$ cat src/hw/rtl/greedy_cluster_track_association_unit_macros.svh
// Assertion helpers for the track association block.
// All checks are clocked on i_clk and held off while i_rst_n is low.
`ifndef GREEDY_CLUSTER_TRACK_ASSOCIATION_UNIT_MACROS_SVH
`define GREEDY_CLUSTER_TRACK_ASSOCIATION_UNIT_MACROS_SVH

// Same-cycle implication.
`define GCTA_ASSERT_IMP(lbl, ante, cons) \
    lbl: assert property (@(posedge i_clk) disable iff (!i_rst_n) (ante) |-> (cons)) \
        else $error("gcta: same-cycle check failed");

// Next-cycle implication.
`define GCTA_ASSERT_NXT(lbl, ante, cons) \
    lbl: assert property (@(posedge i_clk) disable iff (!i_rst_n) (ante) |=> (cons)) \
        else $error("gcta: next-cycle check failed");

`endif

$ cat src/hw/rtl/gcta_pkg.sv
`timescale 1ns / 1ps
`default_nettype none

package gcta_pkg;

    localparam int MAX_TRACKS_DEF = 32;
    localparam int ID_BITS_DEF    = 16;

    localparam int CENT_W  = 19;
    localparam int DT_W    = 16;
    localparam int TID_W   = 16;
    localparam int DIST_W  = 20;
    localparam int LIMIT_W = 8;
    localparam int SPEED_W = 16;
    localparam int CFG_W   = 20;
    localparam int CFG_IDX_W = 2;

    localparam int ABS_W = CENT_W;          // |a-b| of two 19-bit signed values
    localparam int SQ_W  = 2 * ABS_W;
    localparam int D2_W  = SQ_W + 2;
    localparam int D2_HALF = D2_W / 2;

    localparam int MEGA_W = 20;
    localparam logic [MEGA_W-1:0] MEGA = MEGA_W'(1000000);

    localparam logic [LIMIT_W-1:0] MISS_SAT = '1;

    // register indexes
    localparam logic [CFG_IDX_W-1:0] CFG_MAX_DIST  = 2'd0;
    localparam logic [CFG_IDX_W-1:0] CFG_MISS_LIM  = 2'd1;
    localparam logic [CFG_IDX_W-1:0] CFG_MIN_SPEED = 2'd2;

    localparam logic [DIST_W-1:0]  MAX_DIST_RST  = DIST_W'(1000);
    localparam logic [LIMIT_W-1:0] MISS_LIM_RST  = LIMIT_W'(5);
    localparam logic [SPEED_W-1:0] MIN_SPEED_RST = SPEED_W'(300);

    typedef enum logic [3:0] {
        ST_IDLE,
        ST_SCAN,
        ST_DRAIN,
        ST_DECIDE,
        ST_SPD1,
        ST_SPD2,
        ST_SPD3,
        ST_EOF,
        ST_EOF_END
    } t_state;

    typedef struct packed {
        logic vld;
        logic live;
        logic elig;
        logic last;
    } t_dist_ctl;

endpackage

`default_nettype wire

$ cat src/hw/rtl/gcta_dist.sv
`timescale 1ns / 1ps
`default_nettype none

// Three-stage squared distance: abs diffs, squares, sum.
module gcta_dist
    import gcta_pkg::*;
#(
    parameter int TAG_W = 8
) (
    input  wire logic              i_clk,
    input  wire logic              i_rst_n,
    input  wire t_dist_ctl         i_ctl,
    input  wire logic [TAG_W-1:0]  i_tag,
    input  wire logic [CENT_W-1:0] i_ax,
    input  wire logic [CENT_W-1:0] i_ay,
    input  wire logic [CENT_W-1:0] i_az,
    input  wire logic [CENT_W-1:0] i_bx,
    input  wire logic [CENT_W-1:0] i_by,
    input  wire logic [CENT_W-1:0] i_bz,
    output t_dist_ctl              o_ctl,
    output logic      [TAG_W-1:0]  o_tag,
    output logic      [D2_W-1:0]   o_d2
);

    function automatic logic [ABS_W-1:0] f_absdiff(logic [CENT_W-1:0] a,
                                                   logic [CENT_W-1:0] b);
        logic [CENT_W:0] d;
        d = {a[CENT_W-1], a} - {b[CENT_W-1], b};
        return d[CENT_W] ? ABS_W'(~d + 1'b1) : ABS_W'(d);
    endfunction

    t_dist_ctl            r_ctl1, r_ctl2;
    logic [TAG_W-1:0]     r_tag1, r_tag2;
    logic [ABS_W-1:0]     r_dx, r_dy, r_dz;
    logic [SQ_W-1:0]      r_sx, r_sy, r_sz;

    always_ff @(posedge i_clk) begin
        if (!i_rst_n) begin
            r_ctl1 <= '0;
            r_ctl2 <= '0;
            o_ctl  <= '0;
        end else begin
            r_ctl1 <= i_ctl;
            r_ctl2 <= r_ctl1;
            o_ctl  <= r_ctl2;
        end
    end

    always_ff @(posedge i_clk) begin
        r_tag1 <= i_tag;
        r_dx   <= f_absdiff(i_ax, i_bx);
        r_dy   <= f_absdiff(i_ay, i_by);
        r_dz   <= f_absdiff(i_az, i_bz);
        r_tag2 <= r_tag1;
        r_sx   <= r_dx * r_dx;
        r_sy   <= r_dy * r_dy;
        r_sz   <= r_dz * r_dz;
        o_tag  <= r_tag2;
        o_d2   <= D2_W'(r_sx) + D2_W'(r_sy) + D2_W'(r_sz);
    end

endmodule

`default_nettype wire

$ cat config.mk
export PLATFORM = sky130hd
export DESIGN_NAME = gcta_dist
export DESIGN_NICKNAME = d
export VERILOG_FILES = /design/src/hw/rtl/greedy_cluster_track_association_unit_macros.svh /design/src/hw/rtl/gcta_pkg.sv /design/src/hw/rtl/gcta_dist.sv
export SDC_FILE = /design/constraint.sdc
export NUM_CORES = 2
export LEC_CHECK = 0
export BUFFER_PORTS_ARGS = -buffer_cell sky130_fd_sc_hd__buf_2
export CAP_MARGIN = 10
export CORE_MARGIN = 5
export CORE_UTILIZATION = 58
export DETAILED_ROUTE_END_ITERATION = 12
export PLACE_DENSITY = 0.82
export SLEW_MARGIN = 0
export SYNTH_ARGS = -nofsm -noshare
export SYNTH_HDL_FRONTEND = slang
export SYNTH_SLANG_ARGS = --single-unit
export TNS_END_PERCENT = 50
$ cat constraint.sdc
create_clock -name i_clk -period 20.4 [get_ports i_clk]
set_input_delay 0 -clock i_clk [delete_from_list [all_inputs] [get_ports i_clk]]
set_output_delay 0 -clock i_clk [all_outputs]
set_load 0.005 [all_outputs]
# Word level (Yosys, flattened, before mapping)
# Index checks and enable logic that the tools add are counted.
dict set report totals {
  reg_bits 247
  inputBits 128
  out_inout_bits 52
  wordCells 39
}
dict set report op_classes {
  n_addsub 8
  mul 3
  n_mux 3
  bitwise_logic 3
}
# cell count
set op_table {}
lappend op_table {{19-bit by 19-bit multiplier with 38-bit output} 3}
lappend op_table {{19-bit by 19-bit subtractor with 20-bit output} 3}
lappend op_table {{19-bit by 1-bit adder with 19-bit output (second input constant)} 3}
lappend op_table {{19-bit two-way mux} 3}
lappend op_table {{19-bit NOT} 3}
lappend op_table {{39-bit by 38-bit adder with 40-bit output} 1}
lappend op_table {{38-bit by 38-bit adder with 39-bit output} 1}

# Logic depth before layout (Yosys ltp)
dict set report depth {
  depth_word 4
  mapped_depth 28
  ltp_nobuf 25
}

# Least setup slack after synthesis
# Ideal clock, no wire load.
dict set report synth_path {
  kind {register -> register}
  from {register r_dy[7]}
  to {register r_sy[37]}
  setup_ns 0.072
  arrival_time_ns 6.468
  required_time_ns 20.328
  setup_slack_ns 13.860
  path_stages_with_launch 26
  n_path_buf 2
  synth_period_minus_slack_ns 6.540
  path_cell_list {dfxtp_1 > clkbuf_1 > clkbuf_1 > nand2_1 > fa_1 > inv_1 > fa_1 > inv_1 > fa_1 > inv_1 > fa_1 > fa_1 > inv_1 > fa_1 > inv_1 > ha_1 > nand4_1 > a2111oi_0 > and3_1 > a221o_1 > o21ai_1 > a21oi_1 > or4b_1 > a31o_1 > a21oi_2 > xnor2_1}
}
dict set report synth_between {
  elab_chain_len 1
}
# element line_no
set synth_rtl {}
lappend synth_rtl {{start, declared} gcta_dist.sv:34} ;# logic [ABS_W-1:0] r_dx, r_dy, r_dz;
lappend synth_rtl {{start signal, assigned} gcta_dist.sv:52} ;# r_dy <= f_absdiff(i_ay, i_by);
lappend synth_rtl {{19-bit by 19-bit multiplier with 38-bit output} gcta_dist.sv:56} ;# r_sy <= r_dy * r_dy;
lappend synth_rtl {{end signal, assigned} gcta_dist.sv:56}
lappend synth_rtl {{end, declared} gcta_dist.sv:35} ;# logic [SQ_W-1:0] r_sx, r_sy, r_sz;
# No other way between the ends.
# A chain may end at the register's enable or synchronous reset.

# Final worst setup path
# Same ends and word-level chain as after synthesis.

==> results by group <==
Run status
  • Status: finished clean

Synth
  • Register area share after synthesis: 11.7%
  • Post-synthesis mux area share: 0.279%
  • Synth top area cells: fa_1 (38%), ha_1 (14%), dfxtp_1 (12%), inv_1 (10%), nand2_1 (3.6%)
  • Xor/xnor cell area share of the yosys netlist: 4.89%
  • Post-synthesis compound-gate area fraction: 8.86%
  • FF+latch count, synth: 244
  • Main combinational cell family by area after synthesis: adder cells
  • Post-synth EDFFs: 0
  • Synth warn: 0
  • Avg Cell Area, Syn: 9.18 um2
  • Synth Area in Adders: 51.5%
  • Post-Syn Instances: 4,549
  • Cell variety after synth: 78
  • Simple-gate share of the synthesized area: 11.3%
  • Synth async-reset ratio: 0%
  • Area of the mapped netlist: 41,700 um2
  • Synth top area share: 37.7%
  • Area leader, netlist: fa_1
  • Ys flop type: dfxtp_1

Route
  • Vias per inst: 5.37
  • Antenna viol nets, final: 0
  • DRC viols: 0
  • DR iter-0 viols: 1,687
  • DR WL/cell: 16.3 um
  • Via count: 30.5k
  • Routed wire length: 92.5 mm
  • DRT Pass-1 Iters: 5

Critical path
  • Critical path buffers and inverters: 5
  • CP max FO: 21
  • Most used cell, CP: fa_1
  • Crit-path cells: nand2_1 -> fa_1 -> inv_1 -> fa_1 -> inv_1 -> fa_1 -> inv_1 -> fa_1 -> fa_1 -> inv_1 -> fa_1 -> inv_1 -> ha_1 -> nand4_1 -> a2111oi_0 -> and3_1 -> a221o_1 -> o21ai_1 -> a21oi_1 -> or4b_1 -> a31o_1 -> a21oi_2 -> xnor2_1
  • Data required, critical path: 20.87 ns
  • CP Launch Type: flip-flop
  • Worst path depth: 23
  • Top Family by Delay on Critical Path: adder cells
  • CP max stage cell: dfxtp_1
  • Crit path DAT: 7.79 ns
  • Nature of the critical path endpoint: flip-flop
  • Reg2Reg Setup Slack: 13.07 ns
  • CP peak stage delay: 0.98 ns
  • WS Path Type: reg -> reg
  • R2R cell count: 23

Clock network
  • TritonCTS clock tree: done
  • Post-CTS sizing: 0
  • CTS sink cnt: 244
  • Root buffer cell: clkbuf_16
  • H-tree depth: 1
  • CTS max path bufs: 3
  • CTS clk-pin slew, worst paths: 0.06 ns
  • CTS buffer count: 28
  • Worst-Skew Late Latency: 0.58 ns

Layout
  • Final Instance Area: 44,900 um2
  • Final nets: 6,079
  • Layout cell share with drive strength beyond 1: 5.71%
  • Register area: 4880 um2
  • Area grow syn2layout: 7.65%
  • Fillers: 5,571
  • Multi-input logic area: 32,100 um2
  • Most frequent cells in the layout: inv_1 (1,167), fa_1 (785), ha_1 (461)
  • Most common cell after layout, fill and taps aside: inv_1
  • Core Util, Final: 62.9%

Global routing
  • Total Routing Usage GR: 24.4%
  • Vias in the first global route: 33.2k
  • Initial antenna violation count: 1
  • Grt ovf: 0
  • Largest net degree at the start of global routing: 23
  • First-pass GRT wire length: 158 mm

Timing
  • Final Slew Violations: 0
  • Final worst path period share: 35.9%
  • Setup TNS: 0 ns
  • Slew HR: 30.2%
  • Final-report hold violation count: 0
  • Fin worst setup slack: 13.07 ns
  • FMAX: 0.136 GHz
  • Final setup fails: 0
  • Skew final: 0.0228 ns
  • Min Clock Period, post-route: 7.33 ns
  • RSZ-0062 raised after global routing: no
  • Slew @ Worst Pin: 1.05 ns

Floorplanning
  • Num ports: 180
  • Die H: 278 um
  • Initial Util: 58.4%
  • Die Wd: 278 um
  • Total core area: 71,500 um2
  • Die area: 77,400 um2
  • Num rows: 98

Min path
  • Hold path depth: 5
  • Hold/Removal Path Class: in -> reg

Place
  • Gpl congestion: 0.921
  • Post-DP HPWL: 76.0 mm
  • Area of placed instances: 43,500 um2
  • Place WS: 13.19 ns
  • IO buf count: 179

Run
  • MaxCap Viol Count: 0
sequential cells by signal (all words and copies together), names as in the netlist, 8 cells and up:
name / cells
r_tag1: 8
r_sy: 37
r_tag2: 8
r_sz: 37
r_dx: 19
r_dy: 19
o_d2: 40
r_sx: 37
o_tag: 8
r_dz: 19
logic make-up (layout without fill, tap and decap cells):
kind of cell / Yosys count / count (layout)
and+or+nand+nor: 976 / 976
buffers and inverters: 1273 / 1448
DFF: 244 / 244
xor gates and xnor gates: 233 / 233
other: 1 / 4
AOI/OAI and AO/OA: 565 / 565
adders and majority gates: 1246 / 1246
muxes: 11 / 11
cell usage after synthesis (all sizes together) (19+ instances only):
| cell | n |
|---|---|
| nand3 | 31 |
| dfxtp | 244 |
| xnor2 | 163 |
| ha | 461 |
| nand2 | 398 |
| a21o | 71 |
| nand2b | 22 |
| and2 | 211 |
| o21ai | 117 |
| a211oi | 22 |
| nor2b | 34 |
| nor3 | 35 |
| fa | 785 |
| a31oi | 20 |
| xor2 | 70 |
| o21a | 44 |
| clkbuf | 103 |
| nor2 | 148 |
| a21oi | 168 |
| inv | 1167 |
| o21bai | 19 |
worst reg2reg max path, cell delays in order (launching register included):
cell	delay, ns
dfxtp_1	0.98
nand2_1	0.27
fa_1	0.60
inv_1	0.05
fa_1	0.49
inv_1	0.05
fa_1	0.53
inv_1	0.05
fa_1	0.46
fa_1	0.49
inv_1	0.05
fa_1	0.47
inv_1	0.04
ha_1	0.36
nand4_1	0.16
a2111oi_0	0.53
and3_1	0.26
a221o_1	0.25
o21ai_1	0.12
a21oi_1	0.41
or4b_1	0.22
a31o_1	0.18
a21oi_2	0.07
xnor2_1	0.11
layout make-up:
cell class                      instances  share of cell area (%)
Inverter                             1167                    9.75
Clock buffer                           37                    1.79
Timing Repair Buffer                  230                    3.10
Antenna cell                            1                 0.00557
Clock inverter                         14                   0.434
Multi-Input combinational cell       3034                    71.4
Tap cell                              950                    2.65
Sequential cell                       244                    10.9
stage by stage:
stage,hold slack [ns],cells
2_1_floorplan,0.0277,4551
3_3_place_gp,0.111,5579
3_5_place_dp,0.104,5579
4_1_cts,0.00196,5676
5_1_grt,0.0580,5676
6_report,0.0204,5677
metal layers:
| layer | wire length, um | track usage, % |
|---|---|---|
| met1 | 37200 | 31.4 |
| met2 | 45700 | 42.6 |
| met3 | 5770 | 3.35 |
| met4 | 3800 | 8.74 |
| met5 | 0 | 0 |
repair_timing:
action                                 CTS  global route
hold buffers                            46             0
setup endpoints to repair                0             0
buffers inserted                         0             0
endpoints found under the hold margin   40             0
worst paths after layout:
path,startpoint,end
setup / recovery,r_dy[7]$_DFF_P_,r_sy[37]$_DFF_P_
hold / removal,i_bx[17],r_dx[17]$_DFF_P_
setup reg to reg,r_dy[7]$_DFF_P_,r_sy[37]$_DFF_P_
hold reg to reg,r_tag2[0]$_DFF_P_,o_tag[0]$_DFF_P_
Power is left out: the tool's default activity adds up to more than one toggle a clock period on the data nets, which glitch-free logic cannot reach.
