===== src/hw/rtl/greedy_cluster_track_association_unit_macros.svh =====
// Assertion helpers for the track association block.
// All checks are clocked on i_clk and held off while i_rst_n is low.
`ifndef GREEDY_CLUSTER_TRACK_ASSOCIATION_UNIT_MACROS_SVH
`define GREEDY_CLUSTER_TRACK_ASSOCIATION_UNIT_MACROS_SVH

// Same-cycle implication.
`define GCTA_ASSERT_IMP(lbl, ante, cons) \
    lbl: assert property (@(posedge i_clk) disable iff (!i_rst_n) (ante) |-> (cons)) \
        else $error("gcta: same-cycle check failed");

// Next-cycle implication.
`define GCTA_ASSERT_NXT(lbl, ante, cons) \
    lbl: assert property (@(posedge i_clk) disable iff (!i_rst_n) (ante) |=> (cons)) \
        else $error("gcta: next-cycle check failed");

`endif


===== src/hw/rtl/gcta_slot_ram.sv =====
`timescale 1ns / 1ps
`default_nettype none

module gcta_slot_ram #(
    parameter int DEPTH = 32,
    parameter int AW    = $clog2(DEPTH),
    parameter int DW    = 8
) (
    input  wire logic          i_clk,
    input  wire logic          i_we,
    input  wire logic [AW-1:0] i_waddr,
    input  wire logic [DW-1:0] i_wdata,
    input  wire logic [AW-1:0] i_raddr,
    output logic      [DW-1:0] o_rdata
);

    logic [DW-1:0] r_mem [DEPTH];

    always_ff @(posedge i_clk) begin
        if (i_we) begin
            r_mem[i_waddr] <= i_wdata;
        end
    end

    always_ff @(posedge i_clk) begin
        o_rdata <= r_mem[i_raddr];
    end

endmodule

`default_nettype wire


===== config.mk =====
export PLATFORM = sky130hd
export DESIGN_NAME = gcta_slot_ram
export DESIGN_NICKNAME = d
export VERILOG_FILES = /design/src/hw/rtl/greedy_cluster_track_association_unit_macros.svh /design/src/hw/rtl/gcta_slot_ram.sv
export SDC_FILE = /design/constraint.sdc
export NUM_CORES = 1
export LEC_CHECK = 0
export ABC_CLOCK_PERIOD_IN_PS = 5400
export BUFFER_PORTS_ARGS = -buffer_cell sky130_fd_sc_hd__buf_4
export CORE_MARGIN = 3
export CORE_UTILIZATION = 55
export DETAILED_ROUTE_END_ITERATION = 8
export GPL_TIMING_DRIVEN = 1
export PLACE_DENSITY = 0.72
export SLEW_MARGIN = 25
export SYNTH_ARGS = -nofsm -noshare
export SYNTH_HDL_FRONTEND = slang
export SYNTH_SLANG_ARGS = --single-unit

===== constraint.sdc =====
create_clock -name i_clk -period 5.4 [get_ports i_clk]
set_input_delay 1.08 -clock i_clk [delete_from_list [all_inputs] [get_ports i_clk]]
set_output_delay 1.08 -clock i_clk [all_outputs]
set_load 0.02 [all_outputs]

* Yosys cells after proc, flatten, opt, wreduce, memory -nomap -nowiden *
Memories as Yosys holds them, arrays and structs flattened. A register that Yosys moved wholly into a read port is not among the register bits.
Index checks and enable logic that the tools add are counted.

storage, ports and cells
  register bits after elaboration = 0
  RAM bits = 256
  output and inout port bits = 8
  memories = 1

operators by class
  mux-type cells = 2

memories
  name   words  bits a word  read ports  clocked after Yosys merged registers in  write ports  RTL line             RTL
  r_mem  32     8            1           1                                        1            gcta_slot_ram.sv:17  logic [DW-1:0] r_mem [DEPTH];

operators by type and width
  operator  number
  $mux 1    2

* Logic depth before layout (Yosys ltp) *
Gate-level depths: netlist of the first run.

  depth after elaboration = 2
  depth in mapped cells = 5

* Least setup slack after synthesis of the first run *
Ideal clock, no wire load.

  path type = in2reg
  from = input i_raddr[2]
  to = register o_rdata[0], read port of r_mem
  arrival time = 2762 ps
  required time = 5279 ps
  path slack = 2518 ps
  stages = 5
  buffers on the path = 2
  cells stage by stage = clkbuf_1 > clkbuf_1 > mux4_2 > mux4_2 > mux2_2

RTL lines
  what         RTL line             RTL
  from (decl)  gcta_slot_ram.sv:13  input wire logic [AW-1:0] i_raddr,
  to (decl)    gcta_slot_ram.sv:14  output logic [DW-1:0] o_rdata

==> out/results.tsv, run 1 <==
metric	value	unit
finalWirelength	19.84	mm
routed_via_density	6.372	
gr-total-overflow	0	
pwr-share-seq	0.544	
cts_setup_buffers	0	
p_sw	0.8148	mW
wl_met2	9.883	mm
p_comb_frac	0.052	
holdPathEnd	o_rdata[2]	
power_density	373.8	mW/mm²
clockRootBuffer	clkbuf_16	
leakagePower	3.501	nW
slowest_delay	0.59	ns
firstDrtPassIters	5	
antenna_cells	0	
first_global_vias	4631	
reg2reg_from	r_mem[20][7]	
hp-class	flop to flop	
r2r_cells	3	
period_share	0.5554	
critical_path.max_fanout	39	
holdBufCountCts	0	
cts_tree	built	
fmax	333.4	MHz
port_buffers	27	
post_cts_resize_count	0	
cts_inserted_buffers	25	
clk_pin_slew	0.07	ns
vias	4435	
clock-skew-final	0.01022	ns
worstMarginPinSlew	1.048	ns
outcome	completed	
drv_cap	0	
antenna_left	0	
htree_levels	1	
rows	48	
intPower	3.395	mW
place_congestion	0.7914	
top_layer_used	met4	
worst_setup_path_start_kind	input pin	
fin_crit	2.999	ns
clk-insertion-delay-late	0.51	ns
ys_top_cells_by_area	edfxtp_1 76%, mux4_2 18%, dfxtp_1 1.6%, nor2_1 1.2%, mux2_2 0.90%	
dieArea	0.01994	mm²
drive_gt1_frac	0.3333	
holdCritStartpoint	r_mem[14][2]	
syn_area	0.01005	mm²
yosys.area.top_type_share	0.7647	
synth_top_area_cell	edfxtp_1	
relSlewSlack	0.2991	
fill_cells	1122	
dr.first_iter.drc_count	414	
worstReg2RegEnd	o_rdata[7]	
die_w	141.2	µm
preCtsSetupSlack	1.813	ns
met1_length	7.925	mm
fin_util	0.6400	
arrival	3.39	ns
syn_avg_cell_area	24.11	µm²
coreArea	0.01760	mm²
cts_sinks	264	
r2r_setup_slack	3.61	ns
dr_wl_met3	1.701	mm
die_h	141.2	µm
final_nets	474	
critical_path.cell_chain	buf_4 > buf_4 > mux4_2 > mux4_2 > mux2_2	
synth.ff_latch_count	264	
hpwl	12.04	mm
path_class	input pin to flop	
power.share.switching	0.1936	
area_growth_syn_to_layout	12.02	%
synth_cell_types	15	
drt-wirelength-per-cell	28.50	µm
yosysSeqAreaShare	0.7806	
synth_nets	437	
hold_viol	0	
setup_violations	0	
grt_max_degree	65	
initial_core_util	0.5713	
tns	0	ns
mostFrequentLayoutCell	edfxtp_1	
cp_slowest_cell	buf_4	
layout_common_cells	256 x edfxtp_1, 80 x mux4_2, 31 x nor2_1	
grt_usage	0.2086	
end_kind	flop	
rsz0062_at_grt	false	
drc	0	
holdPathStages	3	
grt_pass1_wl	29.99	mm
pwr-share-clk	0.403	
drv_slew	0	
yosys_warnings	0	
hold_ws	0.9101	ns
setup_ws	2.401	ns
num_io_pins	28	
clockBufferDepth	3	
antenna_found_initial	0	
synth_cells	417	
cp.required	5.79	ns
ir_drop	211.0	µV
[kinds of logic (layout without fill, tap and decap cells)]
group                  count (synthesis)  count (layout)  share of synthesized area
DFF                                  264             264                     0.7806
muxes                                 88              88                     0.1882
and+or+nand+nor                       45              45                    0.02066
buffers and inverters                 20              74                    0.01058
[registers in the layout, summed over array words and instances (netlist names)]
signal,cells
o_rdata,8
r_mem,256
[stage by stage]
step	total power, mW	area, µm²	cells
final	4.209	11260	696
after global routing	4.343	11260	696
after CTS	4.246	11260	696
after detailed placement	2.558	10450	652
after global placement	2.553	10450	652
after floorplan	2.460	10050	417
[synthesized netlist by cell type]
master,number
edfxtp_1,256
mux4_2,80
nor2_1,33
dfxtp_1,8
mux2_2,8
buf_1,6
buf_4,6
clkbuf_1,6
nand3b_1,5
or3b_2,3
nand3_1,2
buf_2,1
buf_6,1
nand2_1,1
or3_1,1
[worst max-delay path by stage]
stage,startpoint,to,depth (start not counted)
2_1_floorplan,i_raddr[2],o_rdata[0],5
3_3_place_gp,i_raddr[0],o_rdata[5],5
3_5_place_dp,i_raddr[0],o_rdata[5],5
4_1_cts,i_raddr[0],o_rdata[5],5
5_1_grt,i_raddr[0],o_rdata[5],5
6_report,i_raddr[0],o_rdata[3],5
[area by class of cell]
class	instances	area, µm²	share of cell area
Multi-Input combinational cell	133	2105	0.1869
Clock buffer	33	675.6	0.05999
Timing Repair Buffer	30	225.2	0.02000
Sequential cell	264	7848	0.6968
Clock inverter	11	127.6	0.01133
Tap cell	225	281.5	0.02500
[power by group through the flow]
stage / clock network, mW / logic (mW) / registers [mW]
floorplan: 0 / 0.121 / 2.34
global placement: 0 / 0.218 / 2.33
detailed placement: 0 / 0.223 / 2.34
CTS: 1.73 / 0.224 / 2.29
global route: 1.81 / 0.237 / 2.29
finish: 1.70 / 0.220 / 2.29
[metal layers]
metal,vias up,track usage
li1,1851,-
met1,2364,0.3020
met2,193,0.3313
met3,27,0.04919
met4,0,0.04895
met5,-,0
[worst max-delay path, delay by kind of cell]
family,cells,cell delay [ns]
multiplexers,3,1.30
buffers and inverters,2,0.98
Note: power is estimated with default switching activity, not from simulation.
==> inputs of run 2 (changes only) <==
--- a/config.mk
+++ b/config.mk
@@ -5,7 +5,8 @@
 export SDC_FILE = /design/constraint.sdc
 export NUM_CORES = 1
 export LEC_CHECK = 0
-export ABC_CLOCK_PERIOD_IN_PS = 5400
+export ABC_AREA = 1
+export ABC_CLOCK_PERIOD_IN_PS = 3050
 export BUFFER_PORTS_ARGS = -buffer_cell sky130_fd_sc_hd__buf_4
 export CORE_MARGIN = 3
 export CORE_UTILIZATION = 55
==> constraint.sdc (replaced) <==
create_clock -name i_clk -period 3.05 [get_ports i_clk]
set_input_delay 0.61 -clock i_clk [delete_from_list [all_inputs] [get_ports i_clk]]
set_output_delay 0.61 -clock i_clk [all_outputs]
set_load 0.02 [all_outputs]
==> run 2 against run 1 <==
Die area up 7.0%. Synthesized area up 7.3%. Setup slack worse by 1.1 ns. Critical path depth down 1. First-iteration DRC count up 86%. Sequential share of layout area down 4.3 points. Count of clock-buffer cells in the layout down 1. Wire length up 20%. Clock power up 91%. Critical endpoint is now r_mem[13][3]. Largest cell class unchanged. Largest power group unchanged.
==> out/results.tsv, run 2 <==
metric	value	unit
yosys.area_share.simple	0.2311	
fmax	579.5	MHz
final_nets	969	
first_global_vias	6641	
drive_gt1_frac	0.09288	
synth_cell_types	12	
syn_area	0.01079	mm²
ir_drop	465.9	µV
firstDrtPassIters	7	
critical_path.max_fanout	8	
synth.top_cells.by_count	360 x nand2_1, 256 x edfxtp_1, 204 x nand3_1	
post_cts_resize_count	0	
synth_edf_count	256	
dr.first_iter.drc_count	770	
hp-class	input pin to flop	
vias	6971	
synth_cells	922	
drv_slew	0	
setup_violations	0	
path_class	input pin to flop	
synthArstFlopShare	0	
yosysMostFrequentCell	nand2_1	
dieArea	0.02133	mm²
grt_use_met1	0.3230	
gr-total-overflow	0	
cp.required	3.20	ns
cts_tree	built	
drv_cap	0	
fill_cells	1439	
synthMuxAreaShare	0	
die_w	146.0	µm
design_area	0.01200	mm²
coreArea	0.01896	mm²
reg.largest.list	r_mem x256, o_rdata x8	
synth-xor-area-share	0	
synthAdderAreaFrac	0	
antenna_found_initial	0	
holdBufCountCts	0	
critical_path.cell_chain	buf_4 > inv_1 > nand3_1 > nor2_1	
multiInputGateArea	0.002492	mm²
area.sequential	0.007848	mm²
tns	0	ns
grt_use_met3	0.03135	
slowest_delay	0.74	ns
hold_viol	0	
mostFrequentLayoutCell	nand2_1	
largest_reg_flops	256	
period_share	0.5658	
dpl_cell_area	0.01112	mm²
cts_setup_buffers	0	
yosys_warnings	0	
grt_pass1_wl	36.77	mm
num_io_pins	28	
drc	0	
clockRootBuffer	clkbuf_16	
die_h	146.0	µm
rows	50	
yosysSeqAreaShare	0.7275	
clockBufferDepth	3	
initial_core_util	0.5690	
worstMarginPinSlew	0.7703	ns
finalWirelength	23.73	mm
syn_avg_cell_area	11.70	µm²
place_congestion	0.8088	
critPathLaunch	i_waddr[1]	
antenna_left	0	
synth-main-ff-cell	edfxtp_1	
synth.ff_latch_count	264	
layout_common_cells	360 x nand2_1, 256 x edfxtp_1, 204 x nand3_1	
synth_nets	942	
yosys.area.top_type_share	0.7127	
worstReg2RegEnd	o_rdata[4]	
area_growth_syn_to_layout	11.24	%
cts_sinks	264	
rsz0062_at_grt	false	
reg2reg_from	r_mem[28][4]	
r2r_setup_slack	1.86	ns
ys_top_cells_by_area	edfxtp_1 71%, nand2_1 13%, nand3_1 9.5%, buf_6 2.5%, dfxtp_1 1.5%	
antenna_cells	0	
leakagePower	4.458	nW
grt_max_degree	129	
clock-skew-final	0.01327	ns
crit_end	r_mem[13][3]	
r2r_cells	8	
synth_compound_area_frac	0	
drt-wirelength-per-cell	19.31	µm
synth_top_family_by_area	simple AND/OR/NAND/NOR gates	
cp_slowest_cell	nor2_1	
largest-register	r_mem	
end_kind	flop	
worst_setup_path_start_kind	input pin	
grt_util_met2	0.3515	
arrival	1.88	ns
cts_inserted_buffers	26	
finalPower	7.777	mW
grt-busiest-layer	met2	
clk-insertion-delay-late	0.53	ns
synth_top_area_cell	edfxtp_1	
outcome	completed	
relSlewSlack	0.4846	
power_density	648.2	mW/mm²
htree_levels	1	
fin_crit	1.726	ns
clk_pin_slew	0.06	ns
grt_usage	0.2194	
port_buffers	27	
hpwl	13.22	mm
routed_via_density	5.672	
run 2: worst max-delay path, delay by kind of cell:
family	cells	cell delay, ns
simple gates	2	1.08
buf+inv	2	0.19
run 2: cell type report:
class / instances / area share
repair buffers: 51 / 0.03504
flip-flops and latches: 264 / 0.6540
well taps: 260 / 0.02711
inverters: 10 / 0.003233
clock buffers: 32 / 0.05787
clock inverters: 16 / 0.01502
multi-input cells: 596 / 0.2077
run 2: how the worst min path moves through the flow:
| stage | from | end | cells after the start |
|---|---|---|---|
| 2_1_floorplan | r_mem[10][0] | o_rdata[0] | 8 |
| 3_3_place_gp | r_mem[6][5] | o_rdata[5] | 8 |
| 3_5_place_dp | r_mem[0][6] | o_rdata[6] | 8 |
| 4_1_cts | i_raddr[4] | o_rdata[5] | 3 |
| 5_1_grt | i_raddr[4] | o_rdata[5] | 3 |
| 6_report | i_raddr[4] | o_rdata[5] | 3 |
run 2: power breakdown:
group	switching [mW]	internal, mW	total, mW
registers	0.0181	4.03	4.05
clock network	1.29	1.95	3.24
logic	0.352	0.135	0.487
total	1.66	6.12	7.78
run 2: metrics by stage:
stage | instances | utilization | worst slack (ns) | hold WS (ns)
finish | 1229 | 0.6330 | 1.324 | 0.3984
global route | 1229 | 0.6330 | 1.290 | 0.3967
CTS | 1229 | 0.6330 | 1.361 | 0.3841
detailed placement | 1181 | 0.5869 | 0.8194 | 0.7467
global placement | 1181 | 0.5869 | 0.8582 | 0.7423
floorplan | 922 | - | 1.406 | 0.6884
run 2: per-layer routing:
| metal | wire length, µm | vias up |
|---|---|---|
| met5 | 0 | - |
| met4 | 550 | 0 |
| met3 | 1946 | 44 |
| met2 | 11190 | 319 |
| met1 | 10040 | 3357 |
| li1 | - | 3251 |
run 2: cells by family after synthesis:
logic type	count (synthesis)
flip-flops	264
AND/OR/NAND/NOR	596
buffers and inverters	62
==> inputs of run 3 (changes only) <==
--- a/config.mk
+++ b/config.mk
@@ -6,7 +6,7 @@
 export NUM_CORES = 1
 export LEC_CHECK = 0
 export ABC_AREA = 1
-export ABC_CLOCK_PERIOD_IN_PS = 3050
+export ABC_CLOCK_PERIOD_IN_PS = 1700
 export BUFFER_PORTS_ARGS = -buffer_cell sky130_fd_sc_hd__buf_4
 export CORE_MARGIN = 3
 export CORE_UTILIZATION = 55
==> constraint.sdc (replaced) <==
create_clock -name i_clk -period 1.7 [get_ports i_clk]
set_input_delay 0.34 -clock i_clk [delete_from_list [all_inputs] [get_ports i_clk]]
set_output_delay 0.34 -clock i_clk [all_outputs]
set_load 0.02 [all_outputs]
==> run 3 against run 2 <==
Sequential cell count unchanged. Worst hold slack got worse by 0.27 ns. Clock skew fell by 0.0012 ns. Non-clock buffer count is 32 higher. Via count rose by 1.6%. Sequential power up 80%. Cell count is 2.7% higher. Global-route usage up 1.4 points. Register-to-register slack lost 1.3 ns. Wire length is 6.0% higher. Sequential share of layout area decreased by 1.6 points. Die area is the same. Highest routed layer unchanged.
==> out/results.tsv, run 3 (synthesis gave the netlist of run 2 again) <==
metric	value	unit
layout_common_cells	360 x nand2_1, 256 x edfxtp_1, 204 x nand3_1	
clockRootBuffer	clkbuf_16	
grt_usage	0.2339	
slowest_delay	0.43	ns
firstDrtPassIters	5	
dieArea	0.02133	mm²
antenna_cells	0	
leakagePower	4.650	nW
critPathBufInv	1	
dr.first_iter.drc_count	660	
mostFrequentLayoutCell	nand2_1	
rsz0062_at_grt	false	
finalWirelength	25.14	mm
worst_setup_path_start_kind	flop	
clock-skew-final	0.01208	ns
initial_core_util	0.5690	
coreArea	0.01896	mm²
end_kind	primary output	
setup_ws	0.2338	ns
cp.required	1.36	ns
clockBufferDepth	3	
port_buffers	27	
num_io_pins	28	
post_cts_resize_count	0	
hp-class	input pin to flop	
relSlewSlack	0.6564	
final_nets	1002	
grt_pass1_wl	38.73	mm
antenna_found_initial	0	
drv_cap	0	
fin_crit	1.466	ns
power_density	1122	mW/mm²
first_global_vias	6854	
grt_max_degree	65	
gr-total-overflow	0	
clk_pin_slew	0.06	ns
die_w	146.0	µm
cts_tree	built	
cp_slowest_cell	dfxtp_1	
area_growth_syn_to_layout	13.99	%
critical_path.max_fanout	1	
largest_reg_flops	256	
antenna_left	0	
critical_path.cell_chain	buf_4	
hold_ws	0.1321	ns
reg.largest.list	r_mem x256, o_rdata x8	
htree_levels	1	
hpwl	14.80	mm
largest-register	r_mem	
outcome	completed	
drt-wirelength-per-cell	19.92	µm
drv_slew	0	
vias	7084	
die_h	146.0	µm
holdBufCountCts	0	
clk-insertion-delay-late	0.53	ns
drc	0	
rows	50	
fmax	682.0	MHz
cts_sinks	264	
preCtsSetupSlack	-0.03170	ns
hold_viol	0	
ir_drop	950.1	µV
cts_inserted_buffers	27	
period_share	0.8625	
path_class	flop to primary output	
place_congestion	0.8180	
drive_gt1_frac	0.1218	
routed_via_density	5.613	
arrival	1.13	ns
worstMarginPinSlew	0.5140	ns
setup_violations	0	
cts_setup_buffers	0	
cp_top_family	flip-flops	
==> run 3: area by class of cell <==
| type | instances | area [µm²] |
|---|---|---|
| clock buffers | 42 | 782.0 |
| clock inverters | 7 | 61.31 |
| fillers | 1424 | 6660 |
| inverters | 10 | 38.79 |
| multi-input cells | 596 | 2492 |
| flip-flops and latches | 264 | 7848 |
| well taps | 260 | 325.3 |
| repair buffers | 83 | 748.2 |
==> run 3: stage by stage <==
stage / total power, mW / util / cell area (µm²) / instances / setup TNS, ns
floorplan: 7.943 / - / 10790 / 922 / 0
global placement: 8.321 / 0.6042 / 11450 / 1213 / 0
detailed placement: 8.337 / 0.6042 / 11450 / 1213 / -0.03170
CTS: 13.86 / 0.6486 / 12300 / 1262 / 0
global route: 14.23 / 0.6486 / 12300 / 1262 / 0
finish: 13.80 / 0.6486 / 12300 / 1262 / 0
==> run 3: layer usage <==
metal / part of all wire / up-vias / wire, µm / GRT usage
met1: 0.40 / 3374 / 9965 / 0.3272
li1: - / 3319 / - / -
met4: 0.027 / 0 / 688 / 0.07244
met3: 0.091 / 53 / 2286 / 0.04035
met2: 0.49 / 338 / 12200 / 0.3819
met5: 0 / - / 0 / 0
==> run 3: path summary, 6_finish.rpt <==
| path | startpoint | end | slack, ns | cells after the start |
|---|---|---|---|---|
| worst max-delay path | o_rdata[1] | o_rdata[1] | 0.23 | 1 |
| worst min-delay path | i_raddr[4] | o_rdata[7] | 0.13 | 3 |
| worst max register to register | r_mem[17][2] | o_rdata[2] | 0.52 | 8 |
| worst min register to register | r_mem[30][3] | o_rdata[3] | 0.77 | 8 |
==> run 3: power by group <==
group,internal [mW],total [mW],switching (mW)
Clock,3.30,5.59,2.29
Combinational,0.291,0.934,0.643
Sequential,7.23,7.27,0.0407
